`config.mk`:
```
export PLATFORM = sky130hd
export DESIGN_NAME = line_band_centroid_steer_top
export DESIGN_NICKNAME = d
export VERILOG_FILES = /design/src/lbcs_pkg.sv /design/src/lbcs_div.sv /design/src/lbcs_dp.sv /design/src/lbcs_ctrl.sv /design/src/line_band_centroid_steer_top.sv
export SDC_FILE = /design/constraint.sdc
export NUM_CORES = 1
export LEC_CHECK = 0
export ABC_CLOCK_PERIOD_IN_PS = 22800
export BUFFER_PORTS_ARGS = -buffer_cell sky130_fd_sc_hd__buf_2
export CELL_PAD_IN_SITES_DETAIL_PLACEMENT = 0
export CELL_PAD_IN_SITES_GLOBAL_PLACEMENT = 1
export CORE_ASPECT_RATIO = 2
export CORE_MARGIN = 2
export CORE_UTILIZATION = 40
export DETAILED_ROUTE_END_ITERATION = 12
export HOLD_SLACK_MARGIN = 0.05
export MAX_ROUTING_LAYER = met4
export PLACE_DENSITY_LB_ADDON = 0.1
export SETUP_SLACK_MARGIN = 0.02
export SYNTH_ARGS = -nofsm -noshare
export SYNTH_HDL_FRONTEND = slang
export SYNTH_SLANG_ARGS = --single-unit
```
`constraint.sdc`:
```
create_clock -name clk -period 22.8 [get_ports clk]
set_clock_uncertainty 0.05 [all_clocks]
set_input_delay 0 -clock clk [delete_from_list [all_inputs] [get_ports clk]]
set_output_delay 0 -clock clk [all_outputs]
set_load 0.005 [all_outputs]
```
`src/lbcs_pkg.sv`:
```
`timescale 1ns / 1ps
// Shared types and constants for the line band centroid steering block.
// No dependencies; imported by every module of the block except lbcs_div.
package lbcs_pkg;

	// field widths
	localparam int PIX_W    = 8;
	localparam int FW_CFG_W = 12;
	localparam int BH_CFG_W = 7;
	localparam int VM_CFG_W = 8;
	localparam int SG_CFG_W = 12;
	localparam int CS_CFG_W = 16;
	localparam int CX_W     = 11;
	localparam int CY_W     = 11;
	localparam int ANG_W    = 19;
	localparam int LIN_W    = 16;

	// register indexes on the configuration port
	localparam logic [2:0] REG_FRAME_WIDTH  = 3'd0;
	localparam logic [2:0] REG_FRAME_HEIGHT = 3'd1;
	localparam logic [2:0] REG_BAND_HEIGHT  = 3'd2;
	localparam logic [2:0] REG_VALUE_MAX    = 3'd3;
	localparam logic [2:0] REG_STEER_GAIN   = 3'd4;
	localparam logic [2:0] REG_CRUISE_SPEED = 3'd5;

	// register reset values
	localparam logic [FW_CFG_W-1:0] RST_FRAME_WIDTH  = 12'd640;
	localparam logic [FW_CFG_W-1:0] RST_FRAME_HEIGHT = 12'd480;
	localparam logic [BH_CFG_W-1:0] RST_BAND_HEIGHT  = 7'd20;
	localparam logic [VM_CFG_W-1:0] RST_VALUE_MAX    = 8'd46;
	localparam logic [SG_CFG_W-1:0] RST_STEER_GAIN   = 12'd1398;
	localparam logic [CS_CFG_W-1:0] RST_CRUISE_SPEED = 16'd6554;

	// steering: Q20 product to Q16, rounded half away from zero
	localparam int STEER_SHIFT = 4;
	localparam int STEER_HALF  = 8;
	localparam logic [31:0] ANG_POS_LIM = 32'd262143;
	localparam logic [31:0] ANG_NEG_LIM = 32'd262144;
	localparam logic signed [ANG_W-1:0] ANG_MAX_V = 19'sh3FFFF;
	localparam logic signed [ANG_W-1:0] ANG_MIN_V = 19'sh40000;

	typedef enum logic [2:0] {
		ST_PIX,
		ST_XSTART,
		ST_XWAIT,
		ST_YSTART,
		ST_YWAIT,
		ST_MUL,
		ST_LOAD
	} lbcs_state_t;

	typedef struct packed {
		logic pix_en;
		logic div_start;
		logic div_sel_y;
		logic cap_x;
		logic cap_y;
		logic mul_en;
		logic load_out;
	} lbcs_cmd_t;

	typedef struct packed {
		logic pix_acc;
		logic pix_last;
		logic div_busy;
		logic div_done;
		logic out_free;
	} lbcs_stat_t;

endpackage

```
`src/lbcs_div.sv`:
```
`timescale 1ns / 1ps
// Restoring divider, one quotient bit per cycle, with remainder.
// Stand-alone; used by lbcs_dp for the centroid divisions.
module lbcs_div #(
	parameter int NUM_W = 33,
	parameter int DEN_W = 23
) (
	input  logic             clk,
	input  logic             arst_n,
	input  logic             start,
	input  logic [NUM_W-1:0] num,
	input  logic [DEN_W-1:0] den,
	output logic [NUM_W-1:0] quo,
	output logic [DEN_W-1:0] rem,
	output logic             busy,
	output logic             done
);

	localparam int CNT_W = $clog2(NUM_W + 1);

	logic             busy_q;
	logic             done_q;
	logic [CNT_W-1:0] cnt_q;
	logic [NUM_W-1:0] quo_q;
	logic [DEN_W-1:0] rem_q;
	logic [DEN_W-1:0] den_q;

	logic [DEN_W:0]   part;
	logic [DEN_W:0]   diff;
	logic             ge;

	always_comb begin
		part = {rem_q, quo_q[NUM_W-1]};
		diff = part - {1'b0, den_q};
		ge   = (part >= {1'b0, den_q});
	end

	always_ff @(posedge clk or negedge arst_n) begin
		if (!arst_n) begin
			busy_q <= 1'b0;
			done_q <= 1'b0;
			cnt_q  <= '0;
		end else begin
			done_q <= 1'b0;
			if (start) begin
				busy_q <= 1'b1;
				cnt_q  <= CNT_W'(NUM_W);
			end else if (busy_q) begin
				cnt_q <= cnt_q - CNT_W'(1);
				if (cnt_q == CNT_W'(1)) begin
					busy_q <= 1'b0;
					done_q <= 1'b1;
				end
			end
		end
	end

	always_ff @(posedge clk) begin
		if (start) begin
			quo_q <= num;
			rem_q <= '0;
			den_q <= den;
		end else if (busy_q) begin
			rem_q <= ge ? diff[DEN_W-1:0] : part[DEN_W-1:0];
			quo_q <= {quo_q[NUM_W-2:0], ge};
		end
	end

	assign quo  = quo_q;
	assign rem  = rem_q;
	assign busy = busy_q;
	assign done = done_q;

endmodule

```
`src/lbcs_dp.sv`:
```
`timescale 1ns / 1ps
// Datapath: pixel classification, band accumulation, centroid rounding,
// steering product and result register. Uses lbcs_pkg and lbcs_div.
module lbcs_dp
	import lbcs_pkg::*;
#(
	parameter int MAX_WIDTH  = 2048,
	parameter int MAX_HEIGHT = 2048,
	parameter int MAX_BAND   = 64
) (
	input  logic                       clk,
	input  logic                       arst_n,
	input  lbcs_cmd_t                  cmd,
	output lbcs_stat_t                 stat,
	input  logic                       in_valid,
	input  logic [PIX_W-1:0]           blue,
	input  logic [PIX_W-1:0]           green,
	input  logic [PIX_W-1:0]           red,
	input  logic                       frame_start,
	input  logic [FW_CFG_W-1:0]        frame_width,
	input  logic [FW_CFG_W-1:0]        frame_height,
	input  logic [BH_CFG_W-1:0]        band_height,
	input  logic [VM_CFG_W-1:0]        value_max,
	input  logic [SG_CFG_W-1:0]        steer_gain,
	input  logic [CS_CFG_W-1:0]        cruise_speed,
	input  logic                       out_ready,
	output logic                       out_valid,
	output logic                       line_found,
	output logic [CX_W-1:0]            centroid_x,
	output logic [CY_W-1:0]            centroid_y,
	output logic signed [ANG_W-1:0]    angular_cmd,
	output logic [LIN_W-1:0]           linear_cmd
);

	localparam int XW    = $clog2(MAX_WIDTH);
	localparam int YW    = $clog2(MAX_HEIGHT);
	localparam int CW    = $clog2(MAX_WIDTH + 1);
	localparam int HW    = $clog2(MAX_HEIGHT + 1);
	localparam int BW    = $clog2(MAX_BAND + 1);
	localparam int TBW   = ((HW > BW) ? HW : BW) + 1;
	localparam int DCW   = XW + YW + 1;
	localparam int MXW   = (XW > YW) ? XW : YW;
	localparam int SUM_W = XW + YW + MXW;
	localparam int OFFW  = XW + 2;
	localparam int PW    = OFFW + SG_CFG_W + 1;
	localparam int RQW   = PW + 1 - STEER_SHIFT;

	// effective geometry
	logic [CW-1:0]  w_eff;
	logic [HW-1:0]  h_eff;
	logic [BW-1:0]  band_eff;
	logic [HW+1:0]  h3;
	logic [HW-1:0]  top;
	logic [TBW-1:0] band_end;

	always_comb begin
		if (frame_width == '0) begin
			w_eff = CW'(1);
		end else if (32'(frame_width) > 32'(MAX_WIDTH)) begin
			w_eff = CW'(MAX_WIDTH);
		end else begin
			w_eff = CW'(frame_width);
		end
		if (frame_height == '0) begin
			h_eff = HW'(1);
		end else if (32'(frame_height) > 32'(MAX_HEIGHT)) begin
			h_eff = HW'(MAX_HEIGHT);
		end else begin
			h_eff = HW'(frame_height);
		end
		if (32'(band_height) > 32'(MAX_BAND)) begin
			band_eff = BW'(MAX_BAND);
		end else begin
			band_eff = BW'(band_height);
		end
		h3       = (HW+2)'(h_eff) + (HW+2)'({h_eff, 1'b0});
		top      = h3[HW+1:2];
		band_end = TBW'(top) + TBW'(band_eff);
	end

	// frame accumulators
	logic [XW-1:0]    col_q;
	logic [YW-1:0]    row_q;
	logic [DCW-1:0]   dark_q;
	logic [SUM_W-1:0] sx_q;
	logic [SUM_W-1:0] sy_q;
	logic             new_frame_q;

	logic             clr;
	logic [XW-1:0]    col_c;
	logic [YW-1:0]    row_c;
	logic [DCW-1:0]   dark_c;
	logic [SUM_W-1:0] sx_c;
	logic [SUM_W-1:0] sy_c;
	logic [PIX_W-1:0] vmax;
	logic             hit;
	logic             col_end;
	logic             row_end;
	logic             pix_acc;

	always_comb begin
		clr    = frame_start | new_frame_q;
		col_c  = clr ? '0 : col_q;
		row_c  = clr ? '0 : row_q;
		dark_c = clr ? '0 : dark_q;
		sx_c   = clr ? '0 : sx_q;
		sy_c   = clr ? '0 : sy_q;
		vmax   = blue;
		if (green > vmax) begin
			vmax = green;
		end
		if (red > vmax) begin
			vmax = red;
		end
		hit = (vmax <= value_max) && (TBW'(row_c) >= TBW'(top))
			&& (TBW'(row_c) < band_end);
		col_end = (CW'(col_c) + CW'(1)) >= w_eff;
		row_end = (HW'(row_c) + HW'(1)) >= h_eff;
		pix_acc = in_valid & cmd.pix_en;
	end

	always_ff @(posedge clk or negedge arst_n) begin
		if (!arst_n) begin
			col_q       <= '0;
			row_q       <= '0;
			dark_q      <= '0;
			sx_q        <= '0;
			sy_q        <= '0;
			new_frame_q <= 1'b0;
		end else if (pix_acc) begin
			dark_q      <= dark_c + DCW'(hit);
			sx_q        <= sx_c + (hit ? SUM_W'(col_c) : '0);
			sy_q        <= sy_c + (hit ? SUM_W'(row_c) : '0);
			// totals stay put for the divider; the next word starts a new frame
			new_frame_q <= col_end & row_end;
			if (col_end) begin
				col_q <= '0;
				row_q <= row_end ? '0 : row_c + YW'(1);
			end else begin
				col_q <= col_c + XW'(1);
				row_q <= row_c;
			end
		end
	end

	// centroid divisions, x then y on one divider
	logic [SUM_W-1:0] quo;
	logic [DCW-1:0]   rem;
	logic             div_busy;
	logic             div_done;
	logic             round_up;

	lbcs_div #(
		.NUM_W (SUM_W),
		.DEN_W (DCW)
	) u_div (
		.clk    (clk),
		.arst_n (arst_n),
		.start  (cmd.div_start),
		.num    (cmd.div_sel_y ? sy_q : sx_q),
		.den    (dark_q),
		.quo    (quo),
		.rem    (rem),
		.busy   (div_busy),
		.done   (div_done)
	);

	always_comb begin
		round_up = ({rem, 1'b0} > {1'b0, dark_q})
			|| (({rem, 1'b0} == {1'b0, dark_q}) && quo[0]);
	end

	logic [XW-1:0]               cx_q;
	logic [YW-1:0]               cy_q;
	logic signed [OFFW-1:0]      off;
	logic signed [PW-1:0]        prod_s1;

	always_comb begin
		off = $signed({2'b00, cx_q}) - $signed({2'b00, XW'(w_eff >> 1)});
	end

	always_ff @(posedge clk) begin
		if (cmd.cap_x) begin
			cx_q <= quo[XW-1:0] + XW'(round_up);
		end
		if (cmd.cap_y) begin
			cy_q <= quo[YW-1:0] + YW'(round_up);
		end
		if (cmd.mul_en) begin
			prod_s1 <= off * $signed({1'b0, steer_gain});
		end
	end

	// round the Q20 product to Q16 and saturate
	logic                    found;
	logic                    neg;
	logic [PW-1:0]           mag;
	logic [PW:0]             mag_r;
	logic [RQW-1:0]          rq;
	logic signed [ANG_W-1:0] ang_new;
	logic signed [ANG_W-1:0] ang_sel;
	logic [LIN_W-1:0]        lin_sel;

	logic signed [ANG_W-1:0] held_ang_q;
	logic [LIN_W-1:0]        held_lin_q;
	logic                    out_valid_q;
	logic                    out_found_q;
	logic [CX_W-1:0]         out_cx_q;
	logic [CY_W-1:0]         out_cy_q;
	logic signed [ANG_W-1:0] out_ang_q;
	logic [LIN_W-1:0]        out_lin_q;

	always_comb begin
		found = (dark_q != '0);
		neg   = (prod_s1 > 0);
		mag   = prod_s1[PW-1] ? PW'(-prod_s1) : PW'(prod_s1);
		mag_r = (PW+1)'(mag) + (PW+1)'(STEER_HALF);
		rq    = mag_r[PW:STEER_SHIFT];
		if (neg) begin
			ang_new = (32'(rq) > ANG_NEG_LIM) ? ANG_MIN_V : -$signed(ANG_W'(rq));
		end else begin
			ang_new = (32'(rq) > ANG_POS_LIM) ? ANG_MAX_V : $signed(ANG_W'(rq));
		end
		ang_sel = found ? ang_new : held_ang_q;
		lin_sel = found ? cruise_speed : held_lin_q;
	end

	always_ff @(posedge clk or negedge arst_n) begin
		if (!arst_n) begin
			held_ang_q  <= '0;
			held_lin_q  <= '0;
			out_valid_q <= 1'b0;
		end else begin
			if (cmd.load_out) begin
				held_ang_q  <= ang_sel;
				held_lin_q  <= lin_sel;
				out_valid_q <= 1'b1;
			end else if (out_ready) begin
				out_valid_q <= 1'b0;
			end
		end
	end

	always_ff @(posedge clk) begin
		if (cmd.load_out) begin
			out_found_q <= found;
			out_cx_q    <= found ? CX_W'(cx_q) : '0;
			out_cy_q    <= found ? CY_W'(cy_q) : '0;
			out_ang_q   <= ang_sel;
			out_lin_q   <= lin_sel;
		end
	end

	always_comb begin
		stat.pix_acc  = pix_acc;
		stat.pix_last = col_end & row_end;
		stat.div_busy = div_busy;
		stat.div_done = div_done;
		stat.out_free = ~out_valid_q | out_ready;
	end

	assign out_valid   = out_valid_q;
	assign line_found  = out_found_q;
	assign centroid_x  = out_cx_q;
	assign centroid_y  = out_cy_q;
	assign angular_cmd = out_ang_q;
	assign linear_cmd  = out_lin_q;

endmodule

```
`src/lbcs_ctrl.sv`:
```
`timescale 1ns / 1ps
// Controller: sequences pixel intake, the two centroid divisions, the
// steering product and the result load. Uses lbcs_pkg.
module lbcs_ctrl
	import lbcs_pkg::*;
(
	input  logic       clk,
	input  logic       arst_n,
	input  lbcs_stat_t stat,
	output lbcs_cmd_t  cmd
);

	lbcs_state_t state_q;
	lbcs_state_t state_d;

	always_ff @(posedge clk or negedge arst_n) begin
		if (!arst_n) begin
			state_q <= ST_PIX;
		end else begin
			state_q <= state_d;
		end
	end

	always_comb begin
		state_d = state_q;
		cmd     = '0;
		case (state_q)
			ST_PIX: begin
				cmd.pix_en = 1'b1;
				if (stat.pix_acc && stat.pix_last) begin
					state_d = ST_XSTART;
				end
			end
			ST_XSTART: begin
				cmd.div_start = 1'b1;
				state_d       = ST_XWAIT;
			end
			ST_XWAIT: begin
				if (stat.div_done) begin
					cmd.cap_x = 1'b1;
					state_d   = ST_YSTART;
				end
			end
			ST_YSTART: begin
				cmd.div_start = 1'b1;
				cmd.div_sel_y = 1'b1;
				state_d       = ST_YWAIT;
			end
			ST_YWAIT: begin
				if (stat.div_done) begin
					cmd.cap_y = 1'b1;
					state_d   = ST_MUL;
				end
			end
			ST_MUL: begin
				cmd.mul_en = 1'b1;
				state_d    = ST_LOAD;
			end
			ST_LOAD: begin
				// hold until the result register is free
				if (stat.out_free) begin
					cmd.load_out = 1'b1;
					state_d      = ST_PIX;
				end
			end
			default: begin
				state_d = ST_PIX;
			end
		endcase
	end

	a_stop_after_last: assert property (@(posedge clk) disable iff (!arst_n)
		(stat.pix_acc && stat.pix_last) |=> !cmd.pix_en)
		else $error("pixel intake not stopped after last word of frame");

	a_done_in_wait: assert property (@(posedge clk) disable iff (!arst_n)
		stat.div_done |-> (state_q == ST_XWAIT || state_q == ST_YWAIT))
		else $error("divider finished outside a wait state");

	a_start_idle_div: assert property (@(posedge clk) disable iff (!arst_n)
		cmd.div_start |-> !stat.div_busy)
		else $error("divider started while busy");

	a_no_pix_while_div: assert property (@(posedge clk) disable iff (!arst_n)
		stat.div_busy |-> !cmd.pix_en)
		else $error("pixel intake open during division");

endmodule

```
`src/line_band_centroid_steer_top.sv`:
```
`timescale 1ns / 1ps
// Top level of the dark-line band centroid steering block: stream ports,
// APB register file, lbcs_ctrl and lbcs_dp. Uses lbcs_pkg.
//
// Pixels stream in raster order, one word per cycle while s_tready is high.
// The last pixel of a frame starts the centroid work: the shared restoring
// divider runs once for x and once for y, then the steering product is
// registered and the result register is loaded once it is free. Pixel intake
// pauses during that time; one result word comes out per frame, and the next
// frame may start while it waits to be taken. frame_start on a pixel clears
// the counters for that pixel. Without a dark pixel in the band the previous
// commands are repeated.
module line_band_centroid_steer_top
	import lbcs_pkg::*;
#(
	parameter int MAX_WIDTH  = 2048,
	parameter int MAX_HEIGHT = 2048,
	parameter int MAX_BAND   = 64
) (
	input  logic        clk,
	input  logic        arst_n,
	// APB configuration port
	input  logic        psel,
	input  logic        penable,
	input  logic        pwrite,
	input  logic [4:0]  paddr,
	input  logic [31:0] pwdata,
	output logic [31:0] prdata,
	output logic        pready,
	// pixel stream
	input  logic        s_tvalid,
	output logic        s_tready,
	input  logic [23:0] s_tdata,   // blue[7:0], green[15:8], red[23:16]
	input  logic        s_tuser,   // frame_start
	// result stream
	output logic        m_tvalid,
	input  logic        m_tready,
	output logic [63:0] m_tdata,   // centroid_x[10:0], centroid_y[21:11],
	                               // angular_cmd[40:22], linear_cmd[56:41], zero
	output logic        m_tuser    // line_found
);

	logic [FW_CFG_W-1:0] frame_width_q;
	logic [FW_CFG_W-1:0] frame_height_q;
	logic [BH_CFG_W-1:0] band_height_q;
	logic [VM_CFG_W-1:0] value_max_q;
	logic [SG_CFG_W-1:0] steer_gain_q;
	logic [CS_CFG_W-1:0] cruise_speed_q;

	logic [2:0] reg_idx;
	logic       reg_wr;

	assign pready  = 1'b1;
	assign reg_idx = paddr[4:2];
	assign reg_wr  = psel & penable & pwrite & pready;

	always_ff @(posedge clk or negedge arst_n) begin
		if (!arst_n) begin
			frame_width_q  <= RST_FRAME_WIDTH;
			frame_height_q <= RST_FRAME_HEIGHT;
			band_height_q  <= RST_BAND_HEIGHT;
			value_max_q    <= RST_VALUE_MAX;
			steer_gain_q   <= RST_STEER_GAIN;
			cruise_speed_q <= RST_CRUISE_SPEED;
		end else if (reg_wr) begin
			case (reg_idx)
				REG_FRAME_WIDTH:  frame_width_q  <= pwdata[FW_CFG_W-1:0];
				REG_FRAME_HEIGHT: frame_height_q <= pwdata[FW_CFG_W-1:0];
				REG_BAND_HEIGHT:  band_height_q  <= pwdata[BH_CFG_W-1:0];
				REG_VALUE_MAX:    value_max_q    <= pwdata[VM_CFG_W-1:0];
				REG_STEER_GAIN:   steer_gain_q   <= pwdata[SG_CFG_W-1:0];
				REG_CRUISE_SPEED: cruise_speed_q <= pwdata[CS_CFG_W-1:0];
				default: begin
				end
			endcase
		end
	end

	always_comb begin
		case (reg_idx)
			REG_FRAME_WIDTH:  prdata = 32'(frame_width_q);
			REG_FRAME_HEIGHT: prdata = 32'(frame_height_q);
			REG_BAND_HEIGHT:  prdata = 32'(band_height_q);
			REG_VALUE_MAX:    prdata = 32'(value_max_q);
			REG_STEER_GAIN:   prdata = 32'(steer_gain_q);
			REG_CRUISE_SPEED: prdata = 32'(cruise_speed_q);
			default:          prdata = '0;
		endcase
	end

	lbcs_cmd_t  cmd;
	lbcs_stat_t stat;

	logic                    line_found;
	logic [CX_W-1:0]         centroid_x;
	logic [CY_W-1:0]         centroid_y;
	logic signed [ANG_W-1:0] angular_cmd;
	logic [LIN_W-1:0]        linear_cmd;

	lbcs_ctrl u_ctrl (
		.clk    (clk),
		.arst_n (arst_n),
		.stat   (stat),
		.cmd    (cmd)
	);

	lbcs_dp #(
		.MAX_WIDTH  (MAX_WIDTH),
		.MAX_HEIGHT (MAX_HEIGHT),
		.MAX_BAND   (MAX_BAND)
	) u_dp (
		.clk          (clk),
		.arst_n       (arst_n),
		.cmd          (cmd),
		.stat         (stat),
		.in_valid     (s_tvalid),
		.blue         (s_tdata[7:0]),
		.green        (s_tdata[15:8]),
		.red          (s_tdata[23:16]),
		.frame_start  (s_tuser),
		.frame_width  (frame_width_q),
		.frame_height (frame_height_q),
		.band_height  (band_height_q),
		.value_max    (value_max_q),
		.steer_gain   (steer_gain_q),
		.cruise_speed (cruise_speed_q),
		.out_ready    (m_tready),
		.out_valid    (m_tvalid),
		.line_found   (line_found),
		.centroid_x   (centroid_x),
		.centroid_y   (centroid_y),
		.angular_cmd  (angular_cmd),
		.linear_cmd   (linear_cmd)
	);

	assign s_tready = cmd.pix_en;
	assign m_tuser  = line_found;
	assign m_tdata  = {7'd0, linear_cmd, angular_cmd, centroid_y, centroid_x};

endmodule
```
# After elaboration in Yosys (flattened, before gate mapping)
# Index checks and enable logic that the tools add are counted.
# totals
regBits	411
word_cells	158
in_bits	69
out_inout_bits	100
# op_classes
n_reduce_logical	20
addsub	16
n_bitwise	7
mux	52
mul	1
n_eq_ne	17
n_lt_le_gt_ge	15
# ops
operator	n
$mux 33	5
$pmux 16 s6	1
$mux 11	7
$mux 19	4
$add 33x33->33	2
$mux 12	4
$mux 23	2
$add 26x4->27 const B	1
$gt 26x1->1 const B	1
$mux 26	1
$neg 26->26	1
$mul 12x13->25	1
$add 11x1->12 const B	2
$eq 24x23->1	1
$ge 12x12->1	2
$ge 24x23->1	1
$gt 12x12->1 const B	2
$gt 24x23->1	1
$logic_not 12->1	2
$add 23x1->23	1
$gt 23x18->1 const B	1
$gt 23x19->1 const B	1
$reduce_bool 23->1	1
$sub 23x23->23	1
35 further kinds	82

# Depth between registers and ports, before layout
# Gate-level depths: netlist (run 1).
# depth
depth_word	9
depth_mapped	43
depth_no_buf	40

# Modules after synthesis
# From an unflattened synthesis (run 1), not the netlist that was laid out.
# unflattened
hier_cells	3295
hier_area_um2	31552.8
# by_module_without_submodules
module	n_inst	seq_area_each_um2	area_each_um2	cells_each
lbcs_dp	1	6856.6	23168.5	2581
lbcs_div	1	2342.2	4804.6	448
line_band_centroid_steer_top	1	1709.1	3364.5	243
lbcs_ctrl	1	75.1	215.2	23

# Worst setup path before layout (run 1)
# Ideal clock, no wire load.
# synth_path
path_type	flip-flop to flip-flop
from	register frame_width_q[11]
to	register u_dp.prod_s1[23] (data pin)
setup_ps	266
t_arrival_ps	7471
stages_incl_launch_ff	33
required_ps	22484
synth_period_minus_slack_ps	7787
setup_slack_ps	15013
n_path_buf	1
path_cell_list	dfrtp_1 -> clkinv_1 -> nand2_1 -> ha_1 -> nor2b_1 -> o21ai_0 -> a21boi_0 -> o21ai_0 -> nand2b_1 -> a21o_1 -> a21o_1 -> a21o_1 -> a21oi_1 -> o21ai_0 -> clkbuf_1 -> or2_2 -> fa_1 -> fa_1 -> inv_1 -> fa_1 -> fa_1 -> inv_1 -> fa_1 -> inv_1 -> ha_1 -> and2_1 -> nor2_1 -> o21ai_0 -> a41o_1 -> o41ai_1 -> o21ai_0 -> o41ai_1 -> xnor2_1
# synth_via
elab_chain_cells	5
elab_cells_between_ends	6
classes_between	add/sub: 1; mul: 1; order compare: 1; mux: 2; reduce/logical: 1
# synth_lines
element	line	text
start: declaration	line_band_centroid_steer_top.sv:43	logic [FW_CFG_W-1:0] frame_width_q;
start signal: assignment	line_band_centroid_steer_top.sv:67	REG_FRAME_WIDTH: frame_width_q <= pwdata[FW_CFG_W-1:0];
$gt 12x12->1	lbcs_dp.sv:59	end else if (32'(frame_width) > 32'(MAX_WIDTH)) begin
$mux 12	lbcs_dp.sv:59	
$mux 12 *	lbcs_dp.sv:57	if (frame_width == '0) begin
$sub 11x11->12 *	lbcs_dp.sv:179	off = $signed({2'b00, cx_q}) - $signed({2'b00, XW'(w_eff >> 1)});
$mul 12x13->25 *	lbcs_dp.sv:190	prod_s1 <= off * $signed({1'b0, steer_gain});
end signal: assignment	lbcs_dp.sv:190	
end: declaration	lbcs_dp.sv:176	logic signed [PW-1:0] prod_s1;
# Mark *: on every way between the ends. The rest lies on a longest branch, timed or not.
# A chain may end at the register's enable or synchronous reset.

# Final worst setup path (run 1)
# layout_path
from	register frame_height_q[11]
to	register u_dp.sx_q[32]
# layout_via
elab_chain_cells	9
elab_cells_between_ends	12
classes_between	add/sub: 3; order compare: 3; mux: 3; reduce/logical: 3
# layout_lines
element	line	text
start: declaration	line_band_centroid_steer_top.sv:44	logic [FW_CFG_W-1:0] frame_height_q;
start signal: assignment	line_band_centroid_steer_top.sv:68	REG_FRAME_HEIGHT: frame_height_q <= pwdata[FW_CFG_W-1:0];
$gt 12x12->1	lbcs_dp.sv:66	end else if (32'(frame_height) > 32'(MAX_HEIGHT)) begin
$mux 12	lbcs_dp.sv:66	
$mux 12 *	lbcs_dp.sv:64	if (frame_height == '0) begin
$add 12x13->14 *	lbcs_dp.sv:76	h3 = (HW+2)'(h_eff) + (HW+2)'({h_eff, 1'b0});
$add 12x7->13 / $ge 11x12->1 (equally long branches)	lbcs_dp.sv:78, lbcs_dp.sv:115	
$lt 11x13->1 / $logic_and 1x1->1 (equally long branches)	lbcs_dp.sv:116, lbcs_dp.sv:115	
$logic_and 1x1->1 *	lbcs_dp.sv:116	&& (TBW'(row_c) < band_end);
$mux 11 *	lbcs_dp.sv:132	sx_q <= sx_c + (hit ? SUM_W'(col_c) : '0);
$add 33x33->33 *	lbcs_dp.sv:132	
end signal: assignment	lbcs_dp.sv:132	
end: declaration	lbcs_dp.sv:85	logic [SUM_W-1:0] sx_q;
# Marks and branches as above.

==> results by group, run 1 <==
Timing
  – Setup TNS: 0 ps
  – Least-Margin Pin Slew: 1180 ps
  – Final setup violation count: 0
  – Max Clock Freq: 0.115 GHz
  – Min Tclk post-route: 8670 ps
  – Final period utilization: 38.0%
  – Fin. max-slew vios: 0
  – Hold Vio Cnt, Final: 0
  – RSZ-0062 raised after global routing: false
  – Relative slew slack: 20.0%

Synthesis
  – Yosys reg bits: 410
  – Synth Flop Type: dfrtp_1
  – Avg Cell Area, Syn: 9.32 um2
  – Cell count after synthesis: 3321
  – Seq/Total Area, Yosys: 35.5%
  – Post-Syn Area: 30900 um2
  – Ys Warns: 0
  – Async SR Flop Fraction: 55.1%
  – EDFF count, synth: 161
  – Post-synth cell types: 94

Setup path
  – Crit path DAT: 9100 ps
  – Maximum fanout along the worst path: 23
  – FF-to-FF End: u_dp.sx_q[32]$_DFFE_PN0P_
  – R2R Path Start: frame_height_q[11]$_DFFE_PN0P_
  – WP data required: 23230 ps
  – R2R depth: 37
  – Cell mode on critical path: o21ai_0
  – Reg2Reg Setup Slack: 14130 ps
  – CP Launch Type: flip-flop
  – Critical path class: flip-flop to flip-flop
  – Critical path's largest stage delay: 560 ps
  – Endpoint class of the critical path: flip-flop
  – CP max-delay cell: a211oi_1

Job
  – Max Cap Viol: 0

Global routing
  – Initial antenna violation count: 1
  – First-pass GRT wire length: 143000 um
  – Total grt overflow: 0
  – Total GRT Usage: 23.6%
  – Largest net degree at the start of global routing: 122
  – Vias in the first global route: 25700

Route
  – WL/cell: 20.2 um
  – Post-DRT Antenna Nets: 0
  – Drt pass-1 iters: 5
  – Via count: 24300
  – Total wire length: 90500 um
  – DRT iter0 DRCs: 949
  – DRC errors left: 0
  – DR vias/cell: 5.42

Die
  – Starting Density: 40.3%
  – # IOs: 169
  – Core Area: 76800 um2
  – FP Rows: 144
  – Die area: 79700 um2
  – Die Y: 397 um
  – Die Width: 201 um

Layout
  – Final net count: 3847
  – Number of fill cells: 7564
  – Non-Filler Instances: 4478
  – P&R area growth vs syn: 11.1%
  – Share of post-route cells with drive strength above 1: 11.7%
  – N_diodes: 0

Place
  – # port buffers: 126
  – Inst Count DP: 4361
  – HPWL Detailed: 69900 um
  – GP Congestion: 0.866

Clock tree
  – TritonCTS clock tree: done
  – H-tree levels: 2
  – Sink Count: 410
  – Setup Fix Bufs, Post-CTS: 0
  – Total CTS buffers: 43
  – Root Driver: clkbuf_16
  – Clock buffer depth: 3
  – CTS clk-pin slew, worst paths: 60 ps
  – Worst skew pair latency: 590 ps

Power
  – PwrDens: 131 nW/um2
  – VDD IR-drop max: 0.130 mV
  – Leakage: 15.4 nW

Min path
  – Hold crit path type: input pin to async pin

Run status
  – Outcome: complete, no violations
## placed cells by master (no fill, tap or decap), types with 125 or more instances in the layout
master    count
a21oi_1     151
and2_1      130
buf_2       125
dfrtp_1     199
edfxtp_1    161
ha_1        250
inv_1       293
nand2_1     446
nor2_1      152
o21ai_0     203
## final cells by class
type                            instances  area, um2  share of cell area [%]
Multi-Input combinational cell       2469      18200                    53.1
Sequential cell                       410      11000                    32.0
Timing Repair Buffer                  200       1300                    3.79
Tap cell                             1022       1280                    3.72
Clock buffer                           57       1190                    3.46
Inverter                              297       1120                    3.25
Clock inverter                         23        258                   0.750
## critical path, delay by kind of cell, from the launching register on
| family | cells | cell delay (ps) |
|---|---|---|
| AO/OA/AOI/OAI | 17 | 3710 |
| AND/OR/NAND/NOR | 9 | 1600 |
| adder cells (fa/ha/maj) | 5 | 1500 |
| buffers and inverters | 3 | 770 |
| XOR/XNOR | 3 | 460 |
| flip-flops | 1 | 440 |
## cell families after synthesis
kind of cell	Yosys count	share of synthesized area, %
muxes	164	5.93
xor gates and xnor gates	169	4.86
buffers and inverters	464	5.98
other	2	0.0243
AOI/OAI and AO/OA	628	12.9
adders and majority gates	357	17.0
and+or+nand+nor	1127	17.8
DFF	410	35.5
## per-layer routing
layer	vias up	GRT usage (%)	wire length, um
li1	11700	-	-
met1	12100	23.2	32900
met2	393	46.7	51500
met3	175	1.94	1920
met4	0	10.3	4170
met5	-	-	0
## repair_timing
| action | in CTS | in global routing |
|---|---|---|
| resized for setup | 0 | 0 |
| hold buffers | 37 | 0 |
| endpoints found under the hold margin | 200 | 0 |
## sequential cells by signal, indices dropped and copies added, names as in the netlist, 11 cells and up
| register | cells |
|---|---|
| u_dp.dark_q | 23 |
| u_dp.sy_q | 33 |
| u_dp.centroid_x | 11 |
| u_dp.held_ang_q | 19 |
| u_dp.held_lin_q | 16 |
| u_dp.prod_s1 | 25 |
| u_dp.cy_q | 11 |
| cruise_speed_q | 16 |
| u_dp.row_q | 11 |
| u_dp.cx_q | 11 |
| u_dp.centroid_y | 11 |
| u_dp.u_div.den_q | 23 |
| u_dp.sx_q | 33 |
| u_dp.u_div.quo | 33 |
| u_dp.u_div.rem | 23 |
| u_dp.linear_cmd | 16 |
| u_dp.col_q | 11 |
| frame_height_q | 12 |
| steer_gain_q | 12 |
| frame_width_q | 12 |
| u_dp.angular_cmd | 19 |
## worst max-delay path by stage
stage | start | end | depth (start not counted)
CTS | frame_height_q[11]$_DFFE_PN0P_ | u_dp.sx_q[32]$_DFFE_PN0P_ | 37
detailed placement | s_tdata[1] | u_dp.sx_q[32]$_DFFE_PN0P_ | 41
global route | frame_height_q[11]$_DFFE_PN0P_ | u_dp.sx_q[26]$_DFFE_PN0P_ | 37
global placement | frame_width_q[11]$_DFFE_PN0P_ | u_dp.prod_s1[23]$_DFFE_PN_ | 32
finish | frame_height_q[11]$_DFFE_PN0P_ | u_dp.sx_q[32]$_DFFE_PN0P_ | 37
floorplan | frame_width_q[11]$_DFFE_PN0P_ | u_dp.prod_s1[23]$_DFFE_PN_ | 32
## synthesized netlist by cell type (all sizes together) (83+ instances only)
library cell	number	area [um2]
nor2	155	582
nand2	450	1690
clkbuf	129	484
and2	131	820
a21oi	152	764
xnor2	107	937
mux2i	83	831
fa	107	2140
dfrtp	200	5000
inv	294	1100
nand3	83	415
o21ai	210	1060
edfxtp	161	4830
ha	250	3130
## per-stage QoR
| step | hold WS (ps) | utilization, % | power, W | worst slack (ps) | cell area, um2 |
|---|---|---|---|---|---|
| after floorplan | -346 | - | 0.00310 | 15010 | 31000 |
| after CTS | 66.1 | 44.8 | 0.00458 | 14070 | 34400 |
| after global routing | 111 | 44.8 | 0.00496 | 13310 | 34400 |
| after global placement | 127 | 42.4 | 0.00374 | 14050 | 32600 |
| final | 41.4 | 44.8 | 0.00451 | 14130 | 34400 |
| after detailed placement | 119 | 42.4 | 0.00380 | 13940 | 32600 |
## report_power, final
| group | switching, W | internal, W | leakage [nW] |
|---|---|---|---|
| Combinational | 0.00153 | 0.00107 | 10.0 |
| Clock | 0.000328 | 0.000417 | 0.678 |
| Sequential | 0.000134 | 0.00104 | 4.68 |
(Power assumes the default switching activity.)
==> run 2, diff against run 1 <==
ABC_CLOCK_PERIOD_IN_PS = 7750   (was 22800)
clock period = 7.75 ns   (was 22.8 ns; I/O delays follow)
==> results by group, run 2 (same netlist as run 1, synthesis figures left out) <==
Run status
  – Outcome: complete, no violations

Setup path
  – WP data required: 8040 ps
  – Crit path DAT: 7690 ps
  – CP max-delay cell: fa_1
  – Reg2Reg Setup Slack: 350 ps
  – CP startpoint: frame_width_q[1]$_DFFE_PN0P_
  – Endpoint class of the critical path: flip-flop
  – Maximum fanout along the worst path: 6
  – CP endpoint: u_dp.prod_s1[23]$_DFFE_PN_
  – R2R depth: 33
  – FF-to-FF End: u_dp.prod_s1[23]$_DFFE_PN_
  – Critical path's largest stage delay: 550 ps
  – CP Launch Type: flip-flop
  – Critical path class: flip-flop to flip-flop
  – R2R Path Start: frame_width_q[1]$_DFFE_PN0P_

Place
  – # port buffers: 126
  – Dpl cell area: 33200 um2
  – GP Congestion: 0.937
  – HPWL Detailed: 73600 um

Global routing
  – First-pass GRT wire length: 149000 um
  – Total grt overflow: 0
  – Initial antenna violation count: 1
  – Vias in the first global route: 25900
  – Total GRT Usage: 24.8%
  – Largest net degree at the start of global routing: 147

Power
  – VDD IR-drop max: 0.446 mV
  – PwrDens: 403 nW/um2
  – Leakage: 15.9 nW

Die
  – # IOs: 169
  – Die Width: 201 um
  – Die area: 79700 um2
  – Starting Density: 40.3%
  – Core Area: 76800 um2
  – FP Rows: 144
  – Die Y: 397 um

Layout
  – P&R area growth vs syn: 13.9%
  – Commonest non-fill, non-tap cell in the layout: nand2_1
  – Fin area: 35200 um2
  – Share of post-route cells with drive strength above 1: 15.3%
  – Final net count: 3933
  – Number of fill cells: 7481
  – Most frequent cells in the layout: 444 x nand2_1, 292 x inv_1, 246 x ha_1

Clock tree
  – Sink Count: 410
  – Root Driver: clkbuf_16
  – TritonCTS clock tree: done
  – Worst skew pair latency: 620 ps
  – H-tree levels: 2
  – Clock buffer depth: 3
  – Total CTS buffers: 43
  – CTS clk-pin slew, worst paths: 70 ps

Timing
  – Final setup violation count: 0
  – Min Tclk post-route: 7400 ps
  – Relative slew slack: 26.5%
  – RSZ-0062 raised after global routing: true
  – Min Hold Slack: 88.6 ps
  – Hold Vio Cnt, Final: 0
  – Least-Margin Pin Slew: 1100 ps
  – Fin. max-slew vios: 0
  – Max Clock Freq: 0.135 GHz
  – Setup TNS: 0 ps
  – Final period utilization: 95.5%

Route
  – Post-DRT Antenna Nets: 0
  – WL/cell: 21.0 um
  – DRT iter0 DRCs: 1066
  – Total wire length: 95600 um
  – DRC errors left: 0
  – Via count: 24700
  – DR vias/cell: 5.41
  – Drt pass-1 iters: 5

Min path
  – Hold crit path type: input pin to flip-flop

Job
  – Max Cap Viol: 0
-- run 2: cell count changes in the layout (fill, tap and decap cells not counted), sizes merged --
| cell | delta |
|---|---|
| inv | +2 |
| diode | +1 |
| clkinv | +6 |
| bufbuf | +1 |
| buf | +95 |
| clkbuf | +1 |
| dlygate4sd3 | -10 |
| clkinvlp | -8 |
| bufinv | -2 |
-- run 2: area by class of cell --
type	instances	area (um2)	share of cell area, %
Antenna cell	1	2.50	0.00710
Clock inverter	21	201	0.572
Multi-Input combinational cell	2469	18500	52.6
Clock buffer	58	1150	3.27
Tap cell	1022	1280	3.63
Timing Repair Buffer	286	1970	5.60
Sequential cell	410	11000	31.2
Inverter	297	1120	3.17
-- run 2: worst max-delay path: cells and delay by family, from the launching register on --
kind            cells  cell delay [ps]
fa+ha+maj           8             3400
compound gates      8             1180
simple gates        8             1070
buf+inv             7              740
flops               1              370
xor+xnor            2              360
-- run 2: stage by stage --
stage / instances / utilization [%] / total power (W) / setup WS, ps
global route: 4564 / 45.9 / 0.0155 / -18.3
finish: 4564 / 45.9 / 0.0142 / 349
detailed placement: 4448 / 43.3 / 0.0115 / -140
floorplan: 3343 / - / 0.00911 / 55.5
global placement: 4448 / 43.3 / 0.0114 / -87.9
CTS: 4556 / 45.5 / 0.0140 / 16.9
-- run 2: layer usage --
metal | wire length, um | global-route usage [%] | part of all wire [%] | up-vias
met3 | 2410 | 2.34 | 2.5 | 192
li1 | - | - | - | 11800
met1 | 34400 | 24.3 | 36 | 12200
met5 | 0 | - | 0 | -
met4 | 5250 | 12.2 | 5.5 | 0
met2 | 53500 | 48.2 | 56 | 445
-- run 2: what timing repair did --
item | 4_1_cts | 5_1_grt
buffers inserted | 1 | 6
gates resized for setup | 11 | 59
hold endpoints to repair | 184 | 0
hold buffers | 28 | 0
setup endpoints to repair | 12 | 54
gates cloned | 0 | 1
pin swaps | 3 | 27
-- run 2: report_power, final --
part | switching, W | internal (W)
combinational | 0.00491 | 0.00374
sequential | 0.000396 | 0.00306
clock | 0.000970 | 0.00112
-- run 2: how the worst min path moves through the flow --
stage	from	slack [ps]	cells after the start	endpoint
after CTS	psel	60	4	frame_height_q[8]$_DFFE_PN1P_
final	psel	90	4	frame_height_q[10]$_DFFE_PN0P_
after detailed placement	arst_n	20	1	u_dp.dark_q[18]$_DFFE_PN0P_
after global routing	psel	70	4	frame_height_q[8]$_DFFE_PN1P_
after floorplan	arst_n	-350	0	band_height_q[0]$_DFFE_PN0P_
after global placement	arst_n	10	1	u_dp.dark_q[18]$_DFFE_PN0P_
==> run 3, diff against run 2 <==
SYNTH_HIERARCHICAL = 1   (was default)
==> results by group, run 3 <==
Global routing
  – Grt met3 use: 1.96%
  – Met1 Usage GRT: 24.3%
  – Total grt overflow: 0
  – Vias in the first global route: 25900
  – Gr busiest metal: met2
  – Largest net degree at the start of global routing: 65
  – Total GRT Usage: 23.2%
  – First-pass GRT wire length: 144000 um
  – GRT met2 Usage: 44.8%
  – Initial antenna violation count: 1

Layout
  – Fin util: 45.1%
  – Commonest non-fill, non-tap cell in the layout: nand2_1
  – Number of fill cells: 7594
  – Final net count: 3841
  – Multi-input logic area: 18900 um2
  – Most frequent cells in the layout: 366 x nand2_1, 303 x inv_1, 245 x ha_1
  – Seq. cell area: 11000 um2
  – P&R area growth vs syn: 11.9%
  – Share of post-route cells with drive strength above 1: 16.7%

Setup path
  – R2R depth: 33
  – FF-to-FF End: u_dp/prod_s1[24]$_DFFE_PP_
  – Crit path DAT: 7610 ps
  – Maximum fanout along the worst path: 6
  – Endpoint class of the critical path: flip-flop
  – Reg2Reg Setup Slack: 430 ps
  – R2R Path Start: frame_width_q[11]$_DFFE_PN0P_
  – CP max-delay cell: fa_1
  – Critical path class: flip-flop to flip-flop
  – CP Launch Type: flip-flop
  – CP top delay family: adder cells
  – Critical path's largest stage delay: 550 ps
  – CP startpoint: frame_width_q[11]$_DFFE_PN0P_
  – Buffers and inverters on the worst path: 5
  – WP data required: 8040 ps

Timing
  – Max Clock Freq: 0.137 GHz
  – Relative slew slack: 28.8%
  – Hold Vio Cnt, Final: 0
  – Least-Margin Pin Slew: 1060 ps
  – Fin. max-slew vios: 0
  – Min Tclk post-route: 7320 ps
  – RSZ-0062 raised after global routing: false
  – Final period utilization: 94.5%
  – Setup TNS: 0 ps
  – Final setup violation count: 0

Place
  – HPWL Detailed: 69600 um
  – # port buffers: 126
  – GP Congestion: 0.872

Route
  – Post-DRT Antenna Nets: 0
  – WL/cell: 20.5 um
  – DRT iter0 DRCs: 1043
  – DR vias/cell: 5.49
  – DRC errors left: 0
  – Drt pass-1 iters: 5
  – Via count: 24600
  – Total wire length: 91800 um

Power
  – PwrDens: 409 nW/um2
  – Leakage: 15.4 nW
  – VDD IR-drop max: 0.750 mV

Job
  – Max Cap Viol: 0

Clock tree
  – H-tree levels: 2
  – Root Driver: clkbuf_16
  – CTS clk-pin slew, worst paths: 70 ps
  – Total CTS buffers: 42
  – Worst skew pair latency: 590 ps
  – TritonCTS clock tree: done
  – Sink Count: 410
  – Clock buffer depth: 3

Synthesis
  – Avg Cell Area, Syn: 9.58 um2
  – Cell count after synthesis: 3294
  – Ys Warns: 6
  – Post-Syn Area: 31500 um2

Die
  – Starting Density: 40.3%
  – # IOs: 169
  – Die area: 81300 um2
  – FP Rows: 145
  – Die Width: 203 um
  – Die Y: 401 um
  – Core Area: 78200 um2

Min path
  – Min-Delay Endpoint: cruise_speed_q[0]$_DFFE_PN0P_
  – Worst Hold Launch: paddr[4]
  – Hold crit path type: input pin to flip-flop
  – Worst hold stages: 4

Run status
  – Outcome: complete, no violations
## run 3: changes by cell type in the layout (fill, tap and decap cells not counted), moves of 11 or more
cell | previous run | this run
a21oi_1 | 139 | 112
a32oi_1 | 6 | 17
and2_1 | 129 | 107
buf_4 | 128 | 68
inv_1 | 292 | 303
mux2_2 | 73 | 176
mux2i_1 | 83 | 28
nand2_1 | 444 | 366
nand3_1 | 83 | 101
nor3_1 | 45 | 71
o21ai_0 | 190 | 145
o21ai_1 | 13 | 28
## run 3: per-layer routing
metal / part of all wire (%) / routed length [um] / vias up
met5: 0 / 0 / -
met4: 3.6 / 3340 / 0
met3: 2.5 / 2260 / 152
met2: 56 / 51400 / 452
met1: 38 / 34800 / 12300
li1: - / - / 11700
## run 3: worst reg2reg max path: cells and delay by family (launching register included)
family / cells / cell delay, ps
DFF: 1 / 400
AOI/OAI and AO/OA: 11 / 1720
adders and majority gates: 8 / 3410
xor gates and xnor gates: 2 / 210
and+or+nand+nor: 7 / 1000
buffers and inverters: 5 / 260
## run 3: worst max-delay path by stage
stage / endpoint / slack (ps) / cells after the start
3_5_place_dp: u_dp/sx_q[11]$_DFFE_PN0P_ / 60 / 46
2_1_floorplan: u_dp/prod_s1[24]$_DFFE_PP_ / 240 / 34
6_report: u_dp/prod_s1[24]$_DFFE_PP_ / 430 / 33
5_1_grt: u_dp/prod_s1[24]$_DFFE_PP_ / 10 / 30
4_1_cts: u_dp/prod_s1[24]$_DFFE_PP_ / 70 / 33
3_3_place_gp: u_dp/prod_s1[24]$_DFFE_PP_ / 60 / 33
## run 3: area by class of cell
| type | instances | area share [%] |
|---|---|---|
| Multi-Input combinational cell | 2432 | 53.6 |
| Sequential cell | 410 | 31.1 |
| Timing Repair Buffer | 226 | 4.22 |
| Tap cell | 1029 | 3.65 |
| Inverter | 305 | 3.24 |
| Clock buffer | 50 | 3.21 |
| Clock inverter | 27 | 0.979 |
| Antenna cell | 1 | 0.00709 |
## run 3: timing repair
| action | 4_1_cts | 5_1_grt |
|---|---|---|
| buffers inserted | 0 | 3 |
| setup endpoints to repair | 0 | 49 |
| resized for setup | 0 | 47 |
| hold endpoints to repair | 190 | 0 |
| hold buffers | 32 | 0 |
## run 3: per-stage QoR
stage	cell area, um2	hold slack [ps]	power [W]	std cells	setup slack, ps
finish	35300	144	0.0144	4480	427
global route	35300	169	0.0158	4480	11.8
CTS	35100	117	0.0143	4475	65.2
detailed placement	33300	-66.1	0.0119	4366	57.1
global placement	33300	-74.9	0.0118	4366	58.8
floorplan	31600	-346	0.00938	3316	239
## run 3: power by group
part | total, W | switching, W | internal [W]
clock | 0.00225 | 0.000957 | 0.00129
sequential | 0.00353 | 0.000439 | 0.00309
combinational | 0.00864 | 0.00488 | 0.00376
